<file path="config.mk">
export PLATFORM = sky130hd
export DESIGN_NAME = meter_mode_c_frame_parser_core_flat
export DESIGN_NICKNAME = d
export VERILOG_FILES = /design/src/rtl/mcfp_pkg.sv /design/src/rtl/mcfp_in_if.sv /design/src/rtl/mcfp_out_if.sv /design/src/rtl/mcfp_ram.sv /design/src/rtl/mcfp_queue.sv /design/src/rtl/mcfp_front.sv /design/src/rtl/mcfp_back.sv /design/src/rtl/meter_mode_c_frame_parser_core.sv /design/src/flat_wrapper.sv
export VERILOG_INCLUDE_DIRS = /design/src /design/src/rtl
export SDC_FILE = /design/constraint.sdc
export NUM_CORES = 1
export LEC_CHECK = 0
export BUFFER_PORTS_ARGS = -buffer_cell sky130_fd_sc_hd__buf_2
export CORE_ASPECT_RATIO = 1.1
export CORE_MARGIN = 2
export CORE_UTILIZATION = 43
export CTS_BUF_LIST = sky130_fd_sc_hd__clkbuf_2
export DETAILED_ROUTE_END_ITERATION = 7
export SLEW_MARGIN = 40
export SYNTH_ARGS = -nofsm -noshare
export SYNTH_HDL_FRONTEND = slang
export SYNTH_HIERARCHICAL = 1
export SYNTH_SLANG_ARGS = --single-unit
</file>
<file path="constraint.sdc">
create_clock -name clk -period 8.5 [get_ports clk]
set_input_delay 0.425 -clock clk [delete_from_list [all_inputs] [get_ports clk]]
set_output_delay 0.425 -clock clk [all_outputs]
set_load 0.01 [all_outputs]
</file>
<file path="src/rtl/meter_mode_c_frame_parser_core_assert.svh">
// assertion macros shared by the frame parser rtl
`ifndef METER_MODE_C_FRAME_PARSER_CORE_ASSERT_SVH
`define METER_MODE_C_FRAME_PARSER_CORE_ASSERT_SVH

// expects clk and rst_n in scope
`define MCFP_CHECK(name, expr, msg) \
    name: assert property (@(posedge clk) disable iff (!rst_n) (expr)) \
        else $error(msg);

`define MCFP_CHECK_IMPL(name, ante, cons, msg) \
    name: assert property (@(posedge clk) disable iff (!rst_n) (ante) |-> (cons)) \
        else $error(msg);

`define MCFP_CHECK_NEXT(name, ante, cons, msg) \
    name: assert property (@(posedge clk) disable iff (!rst_n) (ante) |=> (cons)) \
        else $error(msg);

`endif

</file>
<file path="src/rtl/mcfp_pkg.sv">
// types and constants of the meter frame parser
`default_nettype none

package mcfp_pkg;

    localparam int CHAR_W      = 7;
    localparam int HDR_LEN     = 4;
    localparam int WIDE_LEN    = 16;
    localparam int WIDE_END    = HDR_LEN + 1 + WIDE_LEN;
    localparam int MAX_RUN     = 64;
    localparam int QUEUE_DEPTH = 2;

    localparam logic [CHAR_W-1:0] CH_SOH   = 7'h01;
    localparam logic [CHAR_W-1:0] CH_STX   = 7'h02;
    localparam logic [CHAR_W-1:0] CH_ETX   = 7'h03;
    localparam logic [CHAR_W-1:0] CH_ACK   = 7'h06;
    localparam logic [CHAR_W-1:0] CH_LF    = 7'h0A;
    localparam logic [CHAR_W-1:0] CH_CR    = 7'h0D;
    localparam logic [CHAR_W-1:0] CH_NAK   = 7'h15;
    localparam logic [CHAR_W-1:0] CH_END   = 7'h21;
    localparam logic [CHAR_W-1:0] CH_START = 7'h2F;
    localparam logic [CHAR_W-1:0] CH_BREAK = 7'h42;
    localparam logic [CHAR_W-1:0] CH_WIDE  = 7'h5C;

    // first payload position in the buffer for each frame shape
    localparam logic [2:0] START_DATA  = 3'd0;
    localparam logic [2:0] START_CMD   = 3'd2;
    localparam logic [2:0] START_IDENT = 3'd4;
    localparam logic [2:0] START_WIDE  = 3'd5;

    typedef enum logic [2:0] {
        KIND_IDENT = 3'd0,
        KIND_DATA  = 3'd1,
        KIND_ACK   = 3'd2,
        KIND_NAK   = 3'd3,
        KIND_CMD   = 3'd4,
        KIND_BREAK = 3'd5,
        KIND_OVF   = 3'd6
    } frame_kind_t;

    typedef enum logic [3:0] {
        PH_HUNT    = 4'd0,
        PH_HDR     = 4'd1,
        PH_WIDECHK = 4'd2,
        PH_WIDESET = 4'd3,
        PH_TEXT    = 4'd4,
        PH_DATA    = 4'd5,
        PH_CMD     = 4'd6,
        PH_CMDTYPE = 4'd7,
        PH_STX     = 4'd8,
        PH_CR      = 4'd9,
        PH_LF      = 4'd10,
        PH_ETX     = 4'd11,
        PH_BCC     = 4'd12
    } phase_t;

    typedef enum logic {
        B_IDLE = 1'b0,
        B_LOAD = 1'b1
    } back_state_t;

    // one completed frame, waiting to be played out
    typedef struct packed {
        frame_kind_t       kind;
        logic [23:0]       manufacturer;
        logic [CHAR_W-1:0] baud_char;
        logic              wide_flag;
        logic [CHAR_W-1:0] command;
        logic [CHAR_W-1:0] command_type;
        logic [2:0]        start;
        logic [6:0]        count;
    } desc_t;

    typedef struct packed {
        logic [2:0]        frame_kind;
        logic [23:0]       manufacturer;
        logic [CHAR_W-1:0] baud_char;
        logic              wide_flag;
        logic [CHAR_W-1:0] command;
        logic [CHAR_W-1:0] command_type;
        logic [CHAR_W-1:0] payload_byte;
        logic [5:0]        payload_index;
        logic              payload_valid;
        logic              in_wide_setting;
        logic              last;
    } result_t;

    typedef struct packed {
        logic full;
        logic empty;
    } q_status_t;

    typedef struct packed {
        logic queue_full;
        logic buffer_busy;
    } front_hold_t;

endpackage

`default_nettype wire

</file>
<file path="src/rtl/mcfp_in_if.sv">
// received byte channel
`default_nettype none

interface mcfp_in_if;
    logic       valid;
    logic       ready;
    logic [7:0] rx_byte;

    modport source (output valid, output rx_byte, input ready);
    modport sink (input valid, input rx_byte, output ready);
endinterface

`default_nettype wire

</file>
<file path="src/rtl/mcfp_out_if.sv">
// result word channel
`default_nettype none

interface mcfp_out_if;
    logic        valid;
    logic        ready;
    logic [2:0]  frame_kind;
    logic [23:0] manufacturer;
    logic [6:0]  baud_char;
    logic        wide_flag;
    logic [6:0]  command;
    logic [6:0]  command_type;
    logic [6:0]  payload_byte;
    logic [5:0]  payload_index;
    logic        payload_valid;
    logic        in_wide_setting;
    logic        last;

    modport source (
        output valid, output frame_kind, output manufacturer, output baud_char,
        output wide_flag, output command, output command_type, output payload_byte,
        output payload_index, output payload_valid, output in_wide_setting,
        output last, input ready
    );
    modport sink (
        input valid, input frame_kind, input manufacturer, input baud_char,
        input wide_flag, input command, input command_type, input payload_byte,
        input payload_index, input payload_valid, input in_wide_setting,
        input last, output ready
    );
endinterface

`default_nettype wire

</file>
<file path="src/rtl/mcfp_ram.sv">
// generic single write, single read ram with registered read
`default_nettype none

module mcfp_ram #(
    parameter int WIDTH = 7,
    parameter int DEPTH = 64
) (
    input  wire logic                     clk,
    input  wire logic                     wr_en,
    input  wire logic [$clog2(DEPTH)-1:0] wr_addr,
    input  wire logic [WIDTH-1:0]         wr_data,
    input  wire logic                     rd_en,
    input  wire logic [$clog2(DEPTH)-1:0] rd_addr,
    output logic      [WIDTH-1:0]         rd_data
);

    logic [WIDTH-1:0] mem_reg [DEPTH];
    logic [WIDTH-1:0] rd_data_reg;

    always_ff @(posedge clk)
    begin
        if (wr_en)
        begin
            mem_reg[wr_addr] <= wr_data;
        end
        if (rd_en)
        begin
            rd_data_reg <= mem_reg[rd_addr];
        end
    end

    assign rd_data = rd_data_reg;

endmodule

`default_nettype wire

</file>
<file path="src/rtl/mcfp_queue.sv">
// short queue of completed frame descriptors
`default_nettype none

module mcfp_queue (
    input  wire logic              clk,
    input  wire logic              rst_n,
    input  wire logic              push,
    input  wire mcfp_pkg::desc_t   push_desc,
    input  wire logic              pop,
    output mcfp_pkg::desc_t        head,
    output mcfp_pkg::q_status_t    status
);

    localparam int QD  = mcfp_pkg::QUEUE_DEPTH;
    localparam int PW  = (QD > 1) ? $clog2(QD) : 1;
    localparam int LW  = $clog2(QD + 1);

    mcfp_pkg::desc_t entries_reg [QD];
    logic [PW-1:0]   wr_ptr_reg, wr_ptr_next;
    logic [PW-1:0]   rd_ptr_reg, rd_ptr_next;
    logic [LW-1:0]   level_reg, level_next;

    // depth is a power of two, so pointers simply wrap
    always_comb
    begin
        wr_ptr_next = push ? wr_ptr_reg + 1'b1 : wr_ptr_reg;
        rd_ptr_next = pop ? rd_ptr_reg + 1'b1 : rd_ptr_reg;
        level_next  = level_reg;
        if (push && !pop)
        begin
            level_next = level_reg + 1'b1;
        end
        else if (pop && !push)
        begin
            level_next = level_reg - 1'b1;
        end
    end

    always_ff @(posedge clk or negedge rst_n)
    begin
        if (!rst_n)
        begin
            wr_ptr_reg <= '0;
            rd_ptr_reg <= '0;
            level_reg  <= '0;
        end
        else
        begin
            wr_ptr_reg <= wr_ptr_next;
            rd_ptr_reg <= rd_ptr_next;
            level_reg  <= level_next;
        end
    end

    always_ff @(posedge clk)
    begin
        if (push)
        begin
            entries_reg[wr_ptr_reg] <= push_desc;
        end
    end

    assign head         = entries_reg[rd_ptr_reg];
    assign status.full  = (level_reg == LW'(QD));
    assign status.empty = (level_reg == '0);

endmodule

`default_nettype wire

</file>
<file path="src/rtl/mcfp_front.sv">
// front end: takes bytes, tracks framing, fills the buffer, queues finished frames
`default_nettype none

module mcfp_front #(
    parameter int BUFFER_DEPTH = 64
) (
    input  wire logic                            clk,
    input  wire logic                            rst_n,
    mcfp_in_if.sink                              rx,
    input  wire mcfp_pkg::front_hold_t           hold,
    output logic                                 buf_wr_en,
    output logic [$clog2(BUFFER_DEPTH)-1:0]      buf_wr_addr,
    output logic [mcfp_pkg::CHAR_W-1:0]          buf_wr_data,
    output logic                                 push,
    output mcfp_pkg::desc_t                      push_desc
);

    localparam int ADDR_W = $clog2(BUFFER_DEPTH);
    localparam int FILL_W = $clog2(BUFFER_DEPTH + 1);
    localparam int EXT_W  = (FILL_W > 7) ? FILL_W : 7;

    mcfp_pkg::phase_t      phase_reg, phase_next;
    mcfp_pkg::frame_kind_t service_reg, service_next;
    logic                  wide_reg, wide_next;
    logic [FILL_W-1:0]     fill_reg, fill_next;
    logic [mcfp_pkg::CHAR_W-1:0] hdr_reg [mcfp_pkg::HDR_LEN];

    logic [mcfp_pkg::CHAR_W-1:0] c;
    logic              acc;
    logic              ready_int;
    logic              writes_phase;
    logic              store;
    logic              clear_fill;
    logic              full;
    logic [FILL_W-1:0] fill_inc;
    mcfp_pkg::desc_t   etx_desc, ident_desc, simple_desc;

    assign c        = rx.rx_byte[mcfp_pkg::CHAR_W-1:0];
    assign acc      = rx.valid && ready_int;
    assign full     = (fill_reg == FILL_W'(BUFFER_DEPTH));
    assign fill_inc = fill_reg + 1'b1;
    assign rx.ready = ready_int;

    function automatic logic [6:0] run_count(input logic [FILL_W-1:0] fill,
                                             input logic [2:0] start);
        logic [EXT_W-1:0] diff;
        diff = EXT_W'(fill) - EXT_W'(start);
        return (diff > EXT_W'(mcfp_pkg::MAX_RUN)) ? 7'(mcfp_pkg::MAX_RUN) : diff[6:0];
    endfunction

    // descriptors that a completing frame may push
    always_comb
    begin
        simple_desc = '0;

        ident_desc              = '0;
        ident_desc.kind         = mcfp_pkg::KIND_IDENT;
        ident_desc.manufacturer = {hdr_reg[0], 1'b0, hdr_reg[1], 1'b0, hdr_reg[2]} >> 0;
        ident_desc.manufacturer = {1'b0, hdr_reg[0], 1'b0, hdr_reg[1], 1'b0, hdr_reg[2]};
        ident_desc.baud_char    = hdr_reg[3];
        ident_desc.wide_flag    = wide_reg;
        ident_desc.start        = wide_reg ? mcfp_pkg::START_WIDE : mcfp_pkg::START_IDENT;
        ident_desc.count        = run_count(fill_reg, ident_desc.start);

        etx_desc = '0;
        case (service_reg)
            mcfp_pkg::KIND_BREAK:
            begin
                etx_desc.kind         = mcfp_pkg::KIND_BREAK;
                etx_desc.command      = hdr_reg[0];
                etx_desc.command_type = hdr_reg[1];
            end
            mcfp_pkg::KIND_CMD:
            begin
                etx_desc.kind         = mcfp_pkg::KIND_CMD;
                etx_desc.command      = hdr_reg[0];
                etx_desc.command_type = hdr_reg[1];
                etx_desc.start        = mcfp_pkg::START_CMD;
                etx_desc.count        = run_count(fill_reg, mcfp_pkg::START_CMD);
            end
            default:
            begin
                etx_desc.kind  = mcfp_pkg::KIND_DATA;
                etx_desc.start = mcfp_pkg::START_DATA;
                etx_desc.count = run_count(fill_reg, mcfp_pkg::START_DATA);
            end
        endcase
    end

    // outputs: buffer writes, descriptor pushes, ready
    always_comb
    begin
        store        = 1'b0;
        push         = 1'b0;
        push_desc    = simple_desc;
        writes_phase = 1'b0;
        unique case (phase_reg)
            mcfp_pkg::PH_HDR, mcfp_pkg::PH_WIDESET,
            mcfp_pkg::PH_CMD, mcfp_pkg::PH_CMDTYPE:
            begin
                writes_phase = 1'b1;
                store        = acc;
            end
            mcfp_pkg::PH_WIDECHK, mcfp_pkg::PH_TEXT:
            begin
                writes_phase = 1'b1;
                if (c != mcfp_pkg::CH_CR)
                begin
                    if (!full)
                    begin
                        store = acc;
                    end
                    else
                    begin
                        push           = acc;
                        push_desc.kind = mcfp_pkg::KIND_OVF;
                    end
                end
            end
            mcfp_pkg::PH_DATA:
            begin
                writes_phase = 1'b1;
                if (c == mcfp_pkg::CH_ETX)
                begin
                    push      = acc;
                    push_desc = etx_desc;
                end
                else if (c != mcfp_pkg::CH_END)
                begin
                    if (!full)
                    begin
                        store = acc;
                    end
                    else
                    begin
                        push           = acc;
                        push_desc.kind = mcfp_pkg::KIND_OVF;
                    end
                end
            end
            mcfp_pkg::PH_LF:
            begin
                if (c == mcfp_pkg::CH_LF && service_reg == mcfp_pkg::KIND_IDENT)
                begin
                    push      = acc;
                    push_desc = ident_desc;
                end
            end
            mcfp_pkg::PH_ETX:
            begin
                if (c == mcfp_pkg::CH_ETX)
                begin
                    push      = acc;
                    push_desc = etx_desc;
                end
            end
            mcfp_pkg::PH_STX, mcfp_pkg::PH_CR, mcfp_pkg::PH_BCC:
            begin
                store = 1'b0;
            end
            default:
            begin
                // hunting, also any unused phase code
                if (c == mcfp_pkg::CH_ACK)
                begin
                    push           = acc;
                    push_desc.kind = mcfp_pkg::KIND_ACK;
                end
                else if (c == mcfp_pkg::CH_NAK)
                begin
                    push           = acc;
                    push_desc.kind = mcfp_pkg::KIND_NAK;
                end
            end
        endcase
    end

    // a byte in a buffer-writing phase waits while an earlier frame is still read out of the buffer
    assign ready_int   = !hold.queue_full && !(hold.buffer_busy && writes_phase);
    assign buf_wr_en   = store;
    assign buf_wr_addr = fill_reg[ADDR_W-1:0];
    assign buf_wr_data = c;

    // next phase
    always_comb
    begin
        phase_next   = phase_reg;
        service_next = service_reg;
        wide_next    = wide_reg;
        clear_fill   = 1'b0;
        if (acc)
        begin
            unique case (phase_reg)
                mcfp_pkg::PH_HDR:
                begin
                    if (fill_inc == FILL_W'(mcfp_pkg::HDR_LEN))
                    begin
                        phase_next = mcfp_pkg::PH_WIDECHK;
                    end
                end
                mcfp_pkg::PH_WIDESET:
                begin
                    if (fill_inc == FILL_W'(mcfp_pkg::WIDE_END))
                    begin
                        phase_next = mcfp_pkg::PH_TEXT;
                    end
                end
                mcfp_pkg::PH_WIDECHK:
                begin
                    if (c == mcfp_pkg::CH_WIDE)
                    begin
                        wide_next  = 1'b1;
                        phase_next = mcfp_pkg::PH_WIDESET;
                    end
                    else if (c == mcfp_pkg::CH_CR)
                    begin
                        phase_next = mcfp_pkg::PH_LF;
                    end
                    else if (full)
                    begin
                        clear_fill = 1'b1;
                        phase_next = mcfp_pkg::PH_HUNT;
                    end
                    else
                    begin
                        phase_next = mcfp_pkg::PH_TEXT;
                    end
                end
                mcfp_pkg::PH_TEXT:
                begin
                    if (c == mcfp_pkg::CH_CR)
                    begin
                        phase_next = mcfp_pkg::PH_LF;
                    end
                    else if (full)
                    begin
                        clear_fill = 1'b1;
                        phase_next = mcfp_pkg::PH_HUNT;
                    end
                end
                mcfp_pkg::PH_DATA:
                begin
                    if (c == mcfp_pkg::CH_END)
                    begin
                        phase_next = mcfp_pkg::PH_CR;
                    end
                    else if (c == mcfp_pkg::CH_ETX)
                    begin
                        clear_fill = 1'b1;
                        phase_next = mcfp_pkg::PH_BCC;
                    end
                    else if (full)
                    begin
                        clear_fill = 1'b1;
                        phase_next = mcfp_pkg::PH_HUNT;
                    end
                end
                mcfp_pkg::PH_CMD:
                begin
                    service_next = (c == mcfp_pkg::CH_BREAK) ? mcfp_pkg::KIND_BREAK
                                                             : mcfp_pkg::KIND_CMD;
                    phase_next   = mcfp_pkg::PH_CMDTYPE;
                end
                mcfp_pkg::PH_CMDTYPE:
                begin
                    phase_next = (service_reg == mcfp_pkg::KIND_BREAK) ? mcfp_pkg::PH_ETX
                                                                        : mcfp_pkg::PH_STX;
                end
                mcfp_pkg::PH_STX:
                begin
                    if (c == mcfp_pkg::CH_STX)
                    begin
                        phase_next = mcfp_pkg::PH_DATA;
                    end
                    else
                    begin
                        clear_fill = 1'b1;
                        phase_next = mcfp_pkg::PH_HUNT;
                    end
                end
                mcfp_pkg::PH_CR:
                begin
                    if (c == mcfp_pkg::CH_CR)
                    begin
                        phase_next = mcfp_pkg::PH_LF;
                    end
                    else
                    begin
                        clear_fill = 1'b1;
                        phase_next = mcfp_pkg::PH_HUNT;
                    end
                end
                mcfp_pkg::PH_LF:
                begin
                    if (c == mcfp_pkg::CH_LF && service_reg == mcfp_pkg::KIND_DATA)
                    begin
                        phase_next = mcfp_pkg::PH_ETX;
                    end
                    else
                    begin
                        clear_fill = 1'b1;
                        phase_next = mcfp_pkg::PH_HUNT;
                    end
                end
                mcfp_pkg::PH_ETX:
                begin
                    clear_fill = 1'b1;
                    phase_next = (c == mcfp_pkg::CH_ETX) ? mcfp_pkg::PH_BCC
                                                         : mcfp_pkg::PH_HUNT;
                end
                mcfp_pkg::PH_BCC:
                begin
                    clear_fill = 1'b1;
                    phase_next = mcfp_pkg::PH_HUNT;
                end
                default:
                begin
                    clear_fill = 1'b1;
                    phase_next = mcfp_pkg::PH_HUNT;
                    if (c == mcfp_pkg::CH_START)
                    begin
                        service_next = mcfp_pkg::KIND_IDENT;
                        wide_next    = 1'b0;
                        phase_next   = mcfp_pkg::PH_HDR;
                    end
                    else if (c == mcfp_pkg::CH_STX)
                    begin
                        service_next = mcfp_pkg::KIND_DATA;
                        phase_next   = mcfp_pkg::PH_DATA;
                    end
                    else if (c == mcfp_pkg::CH_SOH)
                    begin
                        phase_next = mcfp_pkg::PH_CMD;
                    end
                end
            endcase
        end
        if (clear_fill)
        begin
            fill_next = '0;
        end
        else if (store)
        begin
            fill_next = fill_inc;
        end
        else
        begin
            fill_next = fill_reg;
        end
    end

    always_ff @(posedge clk or negedge rst_n)
    begin
        if (!rst_n)
        begin
            phase_reg   <= mcfp_pkg::PH_HUNT;
            service_reg <= mcfp_pkg::KIND_IDENT;
            wide_reg    <= 1'b0;
            fill_reg    <= '0;
        end
        else
        begin
            phase_reg   <= phase_next;
            service_reg <= service_next;
            wide_reg    <= wide_next;
            fill_reg    <= fill_next;
        end
    end

    // shadow copy of the first header characters, written alongside the buffer
    always_ff @(posedge clk)
    begin
        if (store && fill_reg < FILL_W'(mcfp_pkg::HDR_LEN))
        begin
            hdr_reg[fill_reg[1:0]] <= c;
        end
    end

endmodule

`default_nettype wire

</file>
<file path="src/rtl/mcfp_back.sv">
// back end: plays a queued frame out as a run of result words
`default_nettype none

module mcfp_back #(
    parameter int BUFFER_DEPTH = 64
) (
    input  wire logic                            clk,
    input  wire logic                            rst_n,
    input  wire mcfp_pkg::desc_t                 head,
    input  wire mcfp_pkg::q_status_t             q_status,
    output logic                                 pop,
    output logic                                 rd_en,
    output logic [$clog2(BUFFER_DEPTH)-1:0]      rd_addr,
    input  wire logic [mcfp_pkg::CHAR_W-1:0]     rd_data,
    output logic                                 busy,
    mcfp_out_if.source                           result
);

    localparam int ADDR_W = $clog2(BUFFER_DEPTH);
    localparam int SUM_W  = (ADDR_W > 7) ? ADDR_W : 7;

    mcfp_pkg::back_state_t state_reg, state_next;
    mcfp_pkg::desc_t       cur_reg;
    mcfp_pkg::result_t     out_reg, res_next;
    logic [6:0]            k_reg, k_next;
    logic                  out_valid_reg, out_valid_next;

    logic       slot_free;
    logic       load;
    logic       empty_run;
    logic       is_last;
    logic [6:0] run_len;
    logic [6:0] k_inc;

    assign slot_free = !out_valid_reg || result.ready;
    assign empty_run = (cur_reg.count == '0);
    assign run_len   = empty_run ? 7'd1 : cur_reg.count;
    assign k_inc     = k_reg + 1'b1;
    assign is_last   = (k_inc == run_len);

    always_comb
    begin
        state_next = state_reg;
        unique case (state_reg)
            mcfp_pkg::B_IDLE:
            begin
                if (!q_status.empty)
                begin
                    state_next = mcfp_pkg::B_LOAD;
                end
            end
            mcfp_pkg::B_LOAD:
            begin
                if (slot_free && is_last)
                begin
                    state_next = mcfp_pkg::B_IDLE;
                end
            end
            default:
            begin
                state_next = mcfp_pkg::B_IDLE;
            end
        endcase
    end

    // read data is held until the word built from it goes out
    always_comb
    begin
        pop     = 1'b0;
        load    = 1'b0;
        rd_en   = 1'b0;
        rd_addr = ADDR_W'(SUM_W'(cur_reg.start) + SUM_W'(k_inc));
        unique case (state_reg)
            mcfp_pkg::B_IDLE:
            begin
                pop     = !q_status.empty;
                rd_en   = !q_status.empty;
                rd_addr = ADDR_W'(head.start);
            end
            mcfp_pkg::B_LOAD:
            begin
                load  = slot_free;
                rd_en = slot_free && !is_last;
            end
            default:
            begin
                load = 1'b0;
            end
        endcase
    end

    always_comb
    begin
        res_next.frame_kind      = cur_reg.kind;
        res_next.manufacturer    = cur_reg.manufacturer;
        res_next.baud_char       = cur_reg.baud_char;
        res_next.wide_flag       = cur_reg.wide_flag;
        res_next.command         = cur_reg.command;
        res_next.command_type    = cur_reg.command_type;
        res_next.payload_byte    = empty_run ? '0 : rd_data;
        res_next.payload_index   = k_reg[5:0];
        res_next.payload_valid   = !empty_run;
        res_next.in_wide_setting = cur_reg.wide_flag && !empty_run
                                   && (k_reg < 7'(mcfp_pkg::WIDE_LEN));
        res_next.last            = is_last;

        k_next = k_reg;
        if (pop)
        begin
            k_next = '0;
        end
        else if (load)
        begin
            k_next = k_inc;
        end

        out_valid_next = out_valid_reg;
        if (load)
        begin
            out_valid_next = 1'b1;
        end
        else if (result.ready)
        begin
            out_valid_next = 1'b0;
        end
    end

    always_ff @(posedge clk or negedge rst_n)
    begin
        if (!rst_n)
        begin
            state_reg     <= mcfp_pkg::B_IDLE;
            k_reg         <= '0;
            out_valid_reg <= 1'b0;
        end
        else
        begin
            state_reg     <= state_next;
            k_reg         <= k_next;
            out_valid_reg <= out_valid_next;
        end
    end

    always_ff @(posedge clk)
    begin
        if (pop)
        begin
            cur_reg <= head;
        end
        if (load)
        begin
            out_reg <= res_next;
        end
    end

    assign busy                   = (state_reg != mcfp_pkg::B_IDLE);
    assign result.valid           = out_valid_reg;
    assign result.frame_kind      = out_reg.frame_kind;
    assign result.manufacturer    = out_reg.manufacturer;
    assign result.baud_char       = out_reg.baud_char;
    assign result.wide_flag       = out_reg.wide_flag;
    assign result.command         = out_reg.command;
    assign result.command_type    = out_reg.command_type;
    assign result.payload_byte    = out_reg.payload_byte;
    assign result.payload_index   = out_reg.payload_index;
    assign result.payload_valid   = out_reg.payload_valid;
    assign result.in_wide_setting = out_reg.in_wide_setting;
    assign result.last            = out_reg.last;

endmodule

`default_nettype wire

</file>
<file path="src/rtl/meter_mode_c_frame_parser_core.sv">
// top level of the meter mode c frame parser
// Takes one received character per word (bit 7, the parity bit, is dropped) and
// recognises identification, ack, nak, data, command and break frames. Frame
// characters go into a BUFFER_DEPTH-entry buffer ram; a finished frame is handed
// through a two-entry descriptor queue to the output side, which first fetches
// the first character and then sends one result word per cycle while the sink
// is ready, at most 64 words a frame.
// While a frame is still being read out of the buffer, a byte in a phase that
// writes the buffer waits (ready low); bytes in other phases, such as the bcc
// after etx or the opening character of the next frame, keep flowing. Ack and
// nak results need no buffer and only wait for queue space, unlike overflow.
`default_nettype none

`include "meter_mode_c_frame_parser_core_assert.svh"

module meter_mode_c_frame_parser_core #(
    parameter int BUFFER_DEPTH = 64
) (
    input  wire logic   clk,
    input  wire logic   rst_n,
    mcfp_in_if.sink     rx,
    mcfp_out_if.source  result
);

    localparam int ADDR_W = $clog2(BUFFER_DEPTH);

    logic                          buf_wr_en;
    logic [ADDR_W-1:0]             buf_wr_addr;
    logic [mcfp_pkg::CHAR_W-1:0]   buf_wr_data;
    logic                          buf_rd_en;
    logic [ADDR_W-1:0]             buf_rd_addr;
    logic [mcfp_pkg::CHAR_W-1:0]   buf_rd_data;
    logic                          push;
    logic                          pop;
    logic                          back_busy;
    mcfp_pkg::desc_t               push_desc;
    mcfp_pkg::desc_t               head;
    mcfp_pkg::q_status_t           q_status;
    mcfp_pkg::front_hold_t         hold;

    assign hold.queue_full  = q_status.full;
    assign hold.buffer_busy = back_busy || !q_status.empty;

    mcfp_front #(
        .BUFFER_DEPTH (BUFFER_DEPTH)
    ) u_front (
        .clk         (clk),
        .rst_n       (rst_n),
        .rx          (rx),
        .hold        (hold),
        .buf_wr_en   (buf_wr_en),
        .buf_wr_addr (buf_wr_addr),
        .buf_wr_data (buf_wr_data),
        .push        (push),
        .push_desc   (push_desc)
    );

    mcfp_ram #(
        .WIDTH (mcfp_pkg::CHAR_W),
        .DEPTH (BUFFER_DEPTH)
    ) u_buffer (
        .clk     (clk),
        .wr_en   (buf_wr_en),
        .wr_addr (buf_wr_addr),
        .wr_data (buf_wr_data),
        .rd_en   (buf_rd_en),
        .rd_addr (buf_rd_addr),
        .rd_data (buf_rd_data)
    );

    mcfp_queue u_queue (
        .clk       (clk),
        .rst_n     (rst_n),
        .push      (push),
        .push_desc (push_desc),
        .pop       (pop),
        .head      (head),
        .status    (q_status)
    );

    mcfp_back #(
        .BUFFER_DEPTH (BUFFER_DEPTH)
    ) u_back (
        .clk      (clk),
        .rst_n    (rst_n),
        .head     (head),
        .q_status (q_status),
        .pop      (pop),
        .rd_en    (buf_rd_en),
        .rd_addr  (buf_rd_addr),
        .rd_data  (buf_rd_data),
        .busy     (back_busy),
        .result   (result)
    );

    `MCFP_CHECK(a_no_write_during_readout, !(buf_wr_en && (back_busy || !q_status.empty)), "buffer written while a frame is read out")
    `MCFP_CHECK_IMPL(a_push_has_room, push, !q_status.full, "descriptor pushed into a full queue")
    `MCFP_CHECK_NEXT(a_run_keeps_kind, result.valid && result.ready && !result.last, result.frame_kind == $past(result.frame_kind), "frame kind changed inside a run")
    `MCFP_CHECK_IMPL(a_empty_run_is_last, result.valid && !result.payload_valid, result.last, "empty frame word not marked last")

endmodule

`default_nettype wire
</file>
<file path="src/flat_wrapper.sv">
// flat-port wrapper written by rule: the top's interface ports become plain ports
module meter_mode_c_frame_parser_core_flat 
#(
    parameter int BUFFER_DEPTH = 64
)
  (clk, rst_n, rx_valid, rx_rx_byte, rx_ready, result_valid, result_frame_kind, result_manufacturer, result_baud_char, result_wide_flag, result_command, result_command_type, result_payload_byte, result_payload_index, result_payload_valid, result_in_wide_setting, result_last, result_ready);
  mcfp_in_if rx_i ();
  mcfp_out_if result_i ();
  input  wire logic clk;
  input  wire logic rst_n;
  input wire logic [$bits(rx_i.valid)-1:0] rx_valid;
  input wire logic [$bits(rx_i.rx_byte)-1:0] rx_rx_byte;
  output wire logic [$bits(rx_i.ready)-1:0] rx_ready;
  output wire logic [$bits(result_i.valid)-1:0] result_valid;
  output wire logic [$bits(result_i.frame_kind)-1:0] result_frame_kind;
  output wire logic [$bits(result_i.manufacturer)-1:0] result_manufacturer;
  output wire logic [$bits(result_i.baud_char)-1:0] result_baud_char;
  output wire logic [$bits(result_i.wide_flag)-1:0] result_wide_flag;
  output wire logic [$bits(result_i.command)-1:0] result_command;
  output wire logic [$bits(result_i.command_type)-1:0] result_command_type;
  output wire logic [$bits(result_i.payload_byte)-1:0] result_payload_byte;
  output wire logic [$bits(result_i.payload_index)-1:0] result_payload_index;
  output wire logic [$bits(result_i.payload_valid)-1:0] result_payload_valid;
  output wire logic [$bits(result_i.in_wide_setting)-1:0] result_in_wide_setting;
  output wire logic [$bits(result_i.last)-1:0] result_last;
  input wire logic [$bits(result_i.ready)-1:0] result_ready;
  assign rx_i.valid = rx_valid;
  assign rx_i.rx_byte = rx_rx_byte;
  assign rx_ready = rx_i.ready;
  assign result_valid = result_i.valid;
  assign result_frame_kind = result_i.frame_kind;
  assign result_manufacturer = result_i.manufacturer;
  assign result_baud_char = result_i.baud_char;
  assign result_wide_flag = result_i.wide_flag;
  assign result_command = result_i.command;
  assign result_command_type = result_i.command_type;
  assign result_payload_byte = result_i.payload_byte;
  assign result_payload_index = result_i.payload_index;
  assign result_payload_valid = result_i.payload_valid;
  assign result_in_wide_setting = result_i.in_wide_setting;
  assign result_last = result_i.last;
  assign result_i.ready = result_ready;
  meter_mode_c_frame_parser_core #(.BUFFER_DEPTH(BUFFER_DEPTH)) u_core (.clk(clk), .rst_n(rst_n), .rx(rx_i), .result(result_i));
endmodule
</file>
==> flow_summary.yaml, run 1 <==
status:
  status: "finished clean"
drt:
  ant_nets: 0
  viasPerCell: 5.43
  avgRoutedWirePerCell_um: 22.1
  first_iter_violations: 1254
  vias: 15900
  drt_wl_total_um: 64500
  drt_pass1_iterations: 7
  drcViolationCount: 0
synthesis:
  synth.area.top_cells: "edfxtp_1, mux4_2, mux2_4, dfrtp_1, nor2_1"
  syn-cell-area_mm2: 0.0306
  seq_area_frac_synth_pct: 73.3
  synth-async-reset-ratio_pct: 3.59
  ys_ff_latch: 752
  syn_avg_cell_area_um2: 18.4
  synthCells: 1665
  yosysMostFrequentCell: "edfxtp_1"
  netlist.area_leader.share_pct: 71.1
  synth_cell_types: 85
  synthFlopType: "edfxtp_1"
  synth_edf_count: 725
  synth_common_cells: "edfxtp_1, nor2_1, mux4_2, mux2_4, nand2_1"
  yosysWarningCount: 6
  yosysTopAreaCell: "edfxtp_1"
critical_path:
  cp.arrival_ps: 5620
  reg2reg_to: "u_core/u_buffer/rd_data[0]"
  cp-start-kind: "register"
  critPathRequiredTime_ps: 9560
  path_class: "reg2reg"
  r2r-start: "u_core/u_back/k_reg[0]"
  critPathMaxFanout: 48
  worstSetupEndpointType: "register"
  r2r_slack_ps: 3940
  rr_worst_depth: 11
clock_tree:
  cts-htree-levels: 4
  cts_resized: 0
  clock_sinks: 752
  clock_path_buffers: 3
  clk_pin_slew_worst_paths_ps: 110
  clk_latency_ps: 1320
  ctsHoldBuffers: 19
  postCtsSetupBuffers: 0
  cts_tree: "yes"
  cts_buffers: 174
  root_buffer: "clkbuf_2"
die:
  dieWidth_um: 259
  start_util_pct: 43.5
  die_area_mm2: 0.0734
  dieHeight_um: 284
  num_io_pins: 79
  coreArea_mm2: 0.0704
  rows: 102
power_and_ir_drop:
  swShare_pct: 31.9
  ir_drop_v: 0.000157
  switching_power_mw: 2.79
  seqPwrFrac_pct: 48.1
  combPwrFrac_pct: 26.6
  power.total_mw: 8.76
  power.internal_mw: 5.96
  power.density_mw_per_mm2: 260
  power_leakage_nw: 11.4
  clkPwrFrac_pct: 25.3
place:
  portBuffers: 77
  gp_congestion: 0.874
  hpwlAfterDp_um: 38900
sta:
  skew_ps: 79.4
  finalSetupViolCount: 0
  grt_setup_unrepaired: "false"
  setup_tns_ps: 0
  tightest_slew_ps: 891
  fmax_mhz: 219
  slew_headroom_pct: 40.1
  finalHoldViolCount: 0
  slew_violations: 0
  min_period_ps: 4560
  min_period_over_period_pct: 53.7
flow_run:
  max_cap_viol_count: 0
global_route:
  grt_pass1_vias: 16600
  grtUsageTotal_pct: 17.9
  grt_overflow: 0
  antenna_found_initial: 2
  grt_pass1_wl_um: 98500
  grt_max_degree: 79
final_layout:
  largest_reg_flops: 448
  nets: 1886
  area_growth_pct: 9.84
  drive_gt1_share_pct: 29.9
worst_hold_path:
  hold_path.startpoint: "rx_rx_byte[4]"
  holdPathEnd: "u_core/u_front/hdr_reg[0][4]"
  hold_depth: 3
  hold_class: "in2reg"
-- final cells by class --
| class | count | area, um^2 |
|---|---|---|
| inverters | 19 | 71.3 |
| well taps | 936 | 1170 |
| clock inverters | 57 | 323 |
| multi-input cells | 791 | 7540 |
| diodes | 4 | 10.0 |
| fillers | 6033 | 36800 |
| flip-flops and latches | 752 | 22500 |
| repair buffers | 120 | 850 |
| clock buffers | 247 | 1240 |
-- power by group through the flow --
stage / logic, mW / registers, mW / clock network, mW
floorplan: 1.66 / 4.27 / 0
global placement: 2.28 / 4.30 / 0
detailed placement: 2.30 / 4.30 / 0
CTS: 2.32 / 4.22 / 2.32
global route: 2.48 / 4.23 / 2.49
finish: 2.33 / 4.21 / 2.22
-- worst max-delay path by stage --
stage,depth (start not counted),slack [ps],start,end
after global routing,11,3630,u_core/u_back/k_reg[0],u_core/u_buffer/rd_data[4]
after detailed placement,9,3800,rx_rx_byte[5],u_core/u_queue/entries_reg[0][37]
final,11,3940,u_core/u_back/k_reg[0],u_core/u_buffer/rd_data[0]
after floorplan,8,3570,u_core/u_front/fill_reg[1],u_core/u_queue/entries_reg[0][0]
after CTS,8,3820,u_core/u_back/k_reg[0],u_core/u_buffer/rd_data[5]
after global placement,8,3920,u_core/u_back/k_reg[0],u_core/u_buffer/rd_data[5]
-- logic make-up (layout without fill, tap and decap cells) --
kind of cell	after synthesis	count (layout)	synth area share (%)
buffers and inverters	124	443	2.41
xor gates and xnor gates	29	29	0.829
and+or+nand+nor	376	376	6.92
other	1	7	0.0122
DFF	752	752	73.3
adders and majority gates	16	16	0.678
AOI/OAI and AO/OA	170	170	3.88
muxes	197	197	12.0
-- critical path, stage by stage (launching register included) --
cell     delay, ps
dfrtp_1        610
ha_1           420
xor2_1         220
ha_1           300
xnor2_1        180
a21oi_4        150
buf_4          440
buf_4          650
mux4_2         430
a22oi_1        270
nand4_1        260
mux2_2         340
-- through the flow --
step	hold WS, ps	worst slack (ps)	instances	area [um^2]	util [%]
detailed placement	405	3800	2598	31800	45.2
floorplan	129	3570	1667	30600	-
global placement	400	3920	2595	31700	45.1
CTS	2.08	3820	2921	33600	47.7
finish	210	3940	2926	33700	47.8
global route	86.5	3630	2926	33700	47.8
-- routing by layer --
| layer | wire length (um) | global-route usage (%) |
|---|---|---|
| met5 | 0 | 0 |
| met4 | 2110 | 8.34 |
| met3 | 3380 | 4.20 |
| met2 | 33400 | 30.6 |
| met1 | 25600 | 21.4 |
-- cell usage in the layout (no fill, tap or decap), drive strengths merged, types with 8 or more instances in the layout --
cell type / instances
xor2: 14
o22ai: 25
nor2: 119
nand3: 22
or3: 9
buf: 102
clkinv: 49
and2: 43
nand2b: 13
xnor2: 15
nor3: 20
a221oi: 8
mux4: 112
a21oi: 25
edfxtp: 725
dfrtp: 27
nor3b: 12
clkbuf: 247
inv: 25
o21ai: 40
nand3b: 11
nor4: 9
and3: 22
mux2: 66
ha: 15
o31ai: 13
nor2b: 15
dlygate4sd3: 18
nand2: 44
mux2i: 19
a22oi: 10
Note: power is estimated with default switching activity, not from simulation.
==> inputs of run 2 (changes only) <==
- clock period: 8.5 -> 4.48 ns (I/O delays scaled with it)
==> run 2 against run 1 <==
Compared with the run above: clock skew is 33 ps higher; highest routed layer unchanged; worst setup slack worse by 3500 ps; global-route usage is 0.23 points higher; critical endpoint is now u_core/u_buffer/mem_reg[11][5]; combinational power is 98% higher; non-clock buffer count increased by 104; critical path depth shrank 2; clock-buffer cell count up 5; largest cell class unchanged; clock power up 97%; critical path type unchanged; design area is 2.7% higher.
==> flow_summary.yaml, run 2 (synthesized netlist as in run 1, its figures left out) <==
status:
  status: "finished clean"
die:
  rows: 102
  coreArea_mm2: 0.0704
  num_io_pins: 79
  dieHeight_um: 284
  start_util_pct: 43.5
  dieWidth_um: 259
  die_area_mm2: 0.0734
final_layout:
  drive_gt1_share_pct: 32.9
  nets: 1993
  layout.cells.non_filler: 3049
  layout_common_cells: "edfxtp_1, clkbuf_2, nor2_1"
  fin_util_pct: 49.1
  largest_reg_flops: 448
  area_growth_pct: 12.9
  fillCellCount: 5972
  layout_commonest_cell: "edfxtp_1"
global_route:
  grt_pass1_vias: 16800
  grt_pass1_wl_um: 99800
  grt_max_degree: 72
  top_usage_layer: "met2"
  grt_use_met2_pct: 30.4
  antenna_found_initial: 2
  grt_util_met1_pct: 22.5
  met3_usage_pct: 4.33
  grt_overflow: 0
  grtUsageTotal_pct: 18.2
clock_tree:
  cts_resized: 0
  clk_latency_ps: 1330
  clock_sinks: 752
  cts_tree: "yes"
  clk_pin_slew_worst_paths_ps: 100
  cts_buffers: 177
  root_buffer: "clkbuf_2"
  cts-htree-levels: 4
  clock_path_buffers: 3
sta:
  setup_ws_ps: 399
  finalHoldViolCount: 0
  setup_tns_ps: 0
  min_period_over_period_pct: 91.1
  holdWs_ps: 244
  min_period_ps: 4080
  finalSetupViolCount: 0
  slew_headroom_pct: 42.6
  fmax_mhz: 245
  slew_violations: 0
  tightest_slew_ps: 861
  grt_setup_unrepaired: "false"
  skew_ps: 112
critical_path:
  critPathMaxFanout: 10
  critPathRequiredTime_ps: 5410
  critical_path.max_stage_delay_ps: 610
  cpMaxStageDelayCell: "nor2_1"
  crit_chain: "nor2_1 -> nand2b_1 -> or4b_1 -> a311oi_1 -> o21ai_2 -> nor2_4 -> inv_1 -> or2_2 -> nor2_1"
  cp.arrival_ps: 5010
  path_class: "reg2reg"
  worstSetupEndpointType: "register"
  crit_top_cell: "nor2_1"
  cp-start-kind: "register"
place:
  dp.cells: 2692
  portBuffers: 77
  pre_cts_ws_ps: 450
  gp_congestion: 0.875
  hpwlAfterDp_um: 40900
worst_hold_path:
  hold_class: "in2reg"
power_and_ir_drop:
  power_leakage_nw: 12.0
  power.density_mw_per_mm2: 491
  ir_drop_v: 0.000407
drt:
  drt_pass1_iterations: 5
  avgRoutedWirePerCell_um: 21.6
  drcViolationCount: 0
  drt_wl_total_um: 65800
  ant_nets: 0
  vias: 16300
  viasPerCell: 5.35
  first_iter_violations: 1291
flow_run:
  max_cap_viol_count: 0
run 2: cell types whose count changed in the layout (fill, tap and decap cells not counted), moves of 3 or more:
cell / delta
buf_4: +94
dlygate4sd3_1: +10
clkinv_2: +9
clkinv_1: +6
clkbuf_2: +5
buf_12: +4
buf_6: -4
clkinv_4: -3
nor2_1: +3
nor2_2: -3
run 2: report_power, final:
part           internal (mW)  total (mW)  switching [mW]
registers               7.87        7.98           0.109
clock network           1.73        4.37            2.65
logic                   2.07        4.61            2.54
run 2: worst max-delay path: cells and delay by family, from the launching register on:
kind	cells	cell delay [ps]
AO/OA/AOI/OAI	2	450
buffers and inverters	1	140
AND/OR/NAND/NOR	6	2690
flip-flops	1	440
run 2: repair_timing:
| action | CTS | global route |
|---|---|---|
| endpoints found under the hold margin | 772 | 5 |
| hold buffers | 27 | 2 |
| setup buffers | 0 | 0 |
run 2: final timing paths:
check | slack (ps) | cells past startpoint | from | end
max | 400 | 9 | u_core/u_queue/level_reg[0] | u_core/u_buffer/mem_reg[11][5]
min reg2reg | 410 | 0 | u_core/u_back/cur_reg[50] | u_core/u_back/result.manufacturer[18]
max in group asynchronous | 3750 | 5 | rst_n | u_core/u_queue/rd_ptr_reg
max reg2reg | 400 | 9 | u_core/u_queue/level_reg[0] | u_core/u_buffer/mem_reg[11][5]
min in group asynchronous | 460 | 5 | rst_n | u_core/u_front/service_reg[2]
min | 240 | 7 | rx_rx_byte[0] | u_core/u_front/service_reg[0]
run 2: cell type report:
class | instances | area (um^2) | area share (%)
clock inverter | 71 | 409 | 1.18
multi-input combinational | 791 | 7520 | 21.7
sequential | 752 | 22500 | 64.9
tap | 936 | 1170 | 3.39
clock buffer | 252 | 1260 | 3.65
inverter | 19 | 71.3 | 0.206
antenna | 4 | 10.0 | 0.0289
timing repair buffer | 224 | 1690 | 4.89
run 2: stage by stage:
stage                     instance area [um^2]  total power [mW]
final                                    34600              17.0
after floorplan                          30700              11.3
after detailed placement                 32600              12.8
after global placement                   32600              12.7
after global routing                     34600              17.8
after CTS                                34500              17.2
run 2: layer usage:
metal	vias to the layer above	wire length, um
li1	7347	-
met1	8303	26800
met2	532	33300
met3	119	3870
met4	0	1880
met5	-	0
==> inputs of run 3 (changes only) <==
- CELL_PAD_IN_SITES_DETAIL_PLACEMENT: unset -> 1
- CELL_PAD_IN_SITES_GLOBAL_PLACEMENT: unset -> 1
- CORE_MARGIN: 2 -> unset
- PLACE_DENSITY_LB_ADDON: unset -> 0.1
==> run 3 against run 2 <==
Compared with the run above: sequential power down 0.5%; worst setup slack about the same; combinational power up 5.4%; worst hold slack worse by 56 ps; final cell count about the same; critical endpoint is now u_core/u_queue/entries_reg[1][7]; power up 0.71%; highest routed layer unchanged; non-clock buffer count up 4; register-to-register slack better by 150 ps; critical path depth up 4; sequential share of layout area up 0.10 points; flip-flop and latch count unchanged.
==> flow_summary.yaml, run 3 (synthesized netlist as in run 1, its figures left out) <==
clock_tree:
  clk_latency_ps: 1360
  cts_resized: 0
  clk_pin_slew_worst_paths_ps: 100
  cts_tree: "yes"
  cts_buffers: 183
  postCtsSetupBuffers: 0
  root_buffer: "clkbuf_2"
  clock_sinks: 752
  ctsHoldBuffers: 30
  cts-htree-levels: 4
  clock_path_buffers: 3
critical_path:
  crit_top_cell: "dlygate4sd3_1"
  reg2reg_to: "u_core/u_buffer/mem_reg[36][0]"
  cp.arrival_ps: 5070
  rr_worst_depth: 9
  crit_chain: "dlygate4sd3_1 -> dlygate4sd3_1 -> buf_2 -> dlygate4sd3_1 -> nor3_4 -> dlygate4sd3_1 -> and4_2 -> and3_1 -> buf_4 -> nor3_1 -> a21boi_1 -> and2_2 -> buf_4"
  r2r_slack_ps: 550
  path_class: "in2reg"
  worstSetupEndpointType: "register"
  r2r-start: "u_core/u_queue/level_reg[0]"
  critPathRequiredTime_ps: 5470
  crit_family: "buffers and inverters"
  critical_path.max_stage_delay_ps: 860
  crit_buf_inv: 7
  critPathMaxFanout: 18
  cpMaxStageDelayCell: "dlygate4sd3_1"
  cp-start-kind: "input port"
final_layout:
  layout.cells.non_filler: 3048
  drive_gt1_share_pct: 32.8
  layout_common_cells: "edfxtp_1, clkbuf_2, nor2_1"
  largest_reg_flops: 448
  nets: 2003
  layout_commonest_cell: "edfxtp_1"
  area_growth_pct: 12.7
  fillCellCount: 6842
  finalInstanceArea_mm2: 0.0345
  fin_util_pct: 49.0
worst_hold_path:
  hold_depth: 5
  hold_class: "in2reg"
  hold_path.startpoint: "rx_rx_byte[3]"
  holdPathEnd: "u_core/u_front/phase_reg[1]"
sta:
  setup_ws_ps: 399
  skew_ps: 84.0
  tightest_slew_ps: 865
  slew_violations: 0
  holdWs_ps: 188
  slew_headroom_pct: 42.3
  setup_tns_ps: 0
  min_period_over_period_pct: 91.1
  fmax_mhz: 245
  grt_setup_unrepaired: "false"
  finalSetupViolCount: 0
  finalHoldViolCount: 0
  min_period_ps: 4080
die:
  coreArea_mm2: 0.0704
  num_io_pins: 79
  dieHeight_um: 282
  rows: 102
  dieWidth_um: 257
  start_util_pct: 43.5
  die_area_mm2: 0.0723
place:
  gp_congestion: 0.866
  hpwlAfterDp_um: 48300
  portBuffers: 77
  dp.cells: 2694
  place_area_mm2: 0.0326
  pre_cts_ws_ps: 535
global_route:
  grt_overflow: 0
  grt_pass1_vias: 17700
  grt_max_degree: 72
  grt_pass1_wl_um: 112000
  grtUsageTotal_pct: 21.1
  antenna_found_initial: 1
drt:
  drt_pass1_iterations: 8
  avgRoutedWirePerCell_um: 24.4
  drcViolationCount: 0
  viasPerCell: 5.37
  vias: 16400
  ant_nets: 0
  first_iter_violations: 887
  drt_wl_total_um: 74300
power_and_ir_drop:
  power.total_mw: 17.1
  power_leakage_nw: 12.0
  ir_drop_v: 0.000285
  power.density_mw_per_mm2: 495
flow_run:
  max_cap_viol_count: 0
status:
  status: "finished clean"
==> run 3: worst max path at each step <==
| stage | from | to | cells after the start |
|---|---|---|---|
| final | rx_rx_byte[6] | u_core/u_queue/entries_reg[1][7] | 13 |
| after global routing | u_core/u_queue/level_reg[0] | u_core/u_buffer/mem_reg[36][0] | 9 |
| after CTS | u_core/u_queue/level_reg[0] | u_core/u_buffer/mem_reg[36][0] | 9 |
| after detailed placement | u_core/u_queue/level_reg[0] | u_core/u_buffer/mem_reg[36][2] | 9 |
| after global placement | u_core/u_queue/level_reg[0] | u_core/u_buffer/mem_reg[36][5] | 9 |
| after floorplan | u_core/u_queue/level_reg[0] | u_core/u_queue/level_reg[1] | 7 |
==> run 3: layer usage <==
metal	GRT usage (%)	wire [um]	vias up
met5	0	0	-
met3	4.31	3080	111
li1	-	-	7348
met2	38.1	39700	411
met1	24.6	29700	8489
met4	7.98	1770	0
==> run 3: final cells by class <==
cell class                      instances  area, um^2  share of cell area, %
Antenna cell                            1        2.50                0.00725
Inverter                               19        72.6                  0.210
Multi-Input combinational cell        791        7520                   21.8
Tap cell                              936        1170                   3.39
Clock inverter                         63         292                  0.844
Sequential cell                       752       22500                   65.0
Clock buffer                          258        1290                   3.74
Timing Repair Buffer                  228        1720                   4.99
==> run 3: report_power, final <==
part / leakage [nW] / switching (mW) / total [mW] / internal [mW]
sequential: 7.07 / 0.0708 / 7.94 / 7.87
clock: 1.21 / 2.71 / 4.29 / 1.58
combinational: 3.74 / 2.78 / 4.86 / 2.09
total: 12.0 / 5.56 / 17.1 / 11.5
==> run 3: worst min-delay path, stage by stage <==
cell and delay (ps):
dlygate4sd3_1 520, buf_2 190, nor4b_2 100, a32oi_1 270, a41oi_1 160
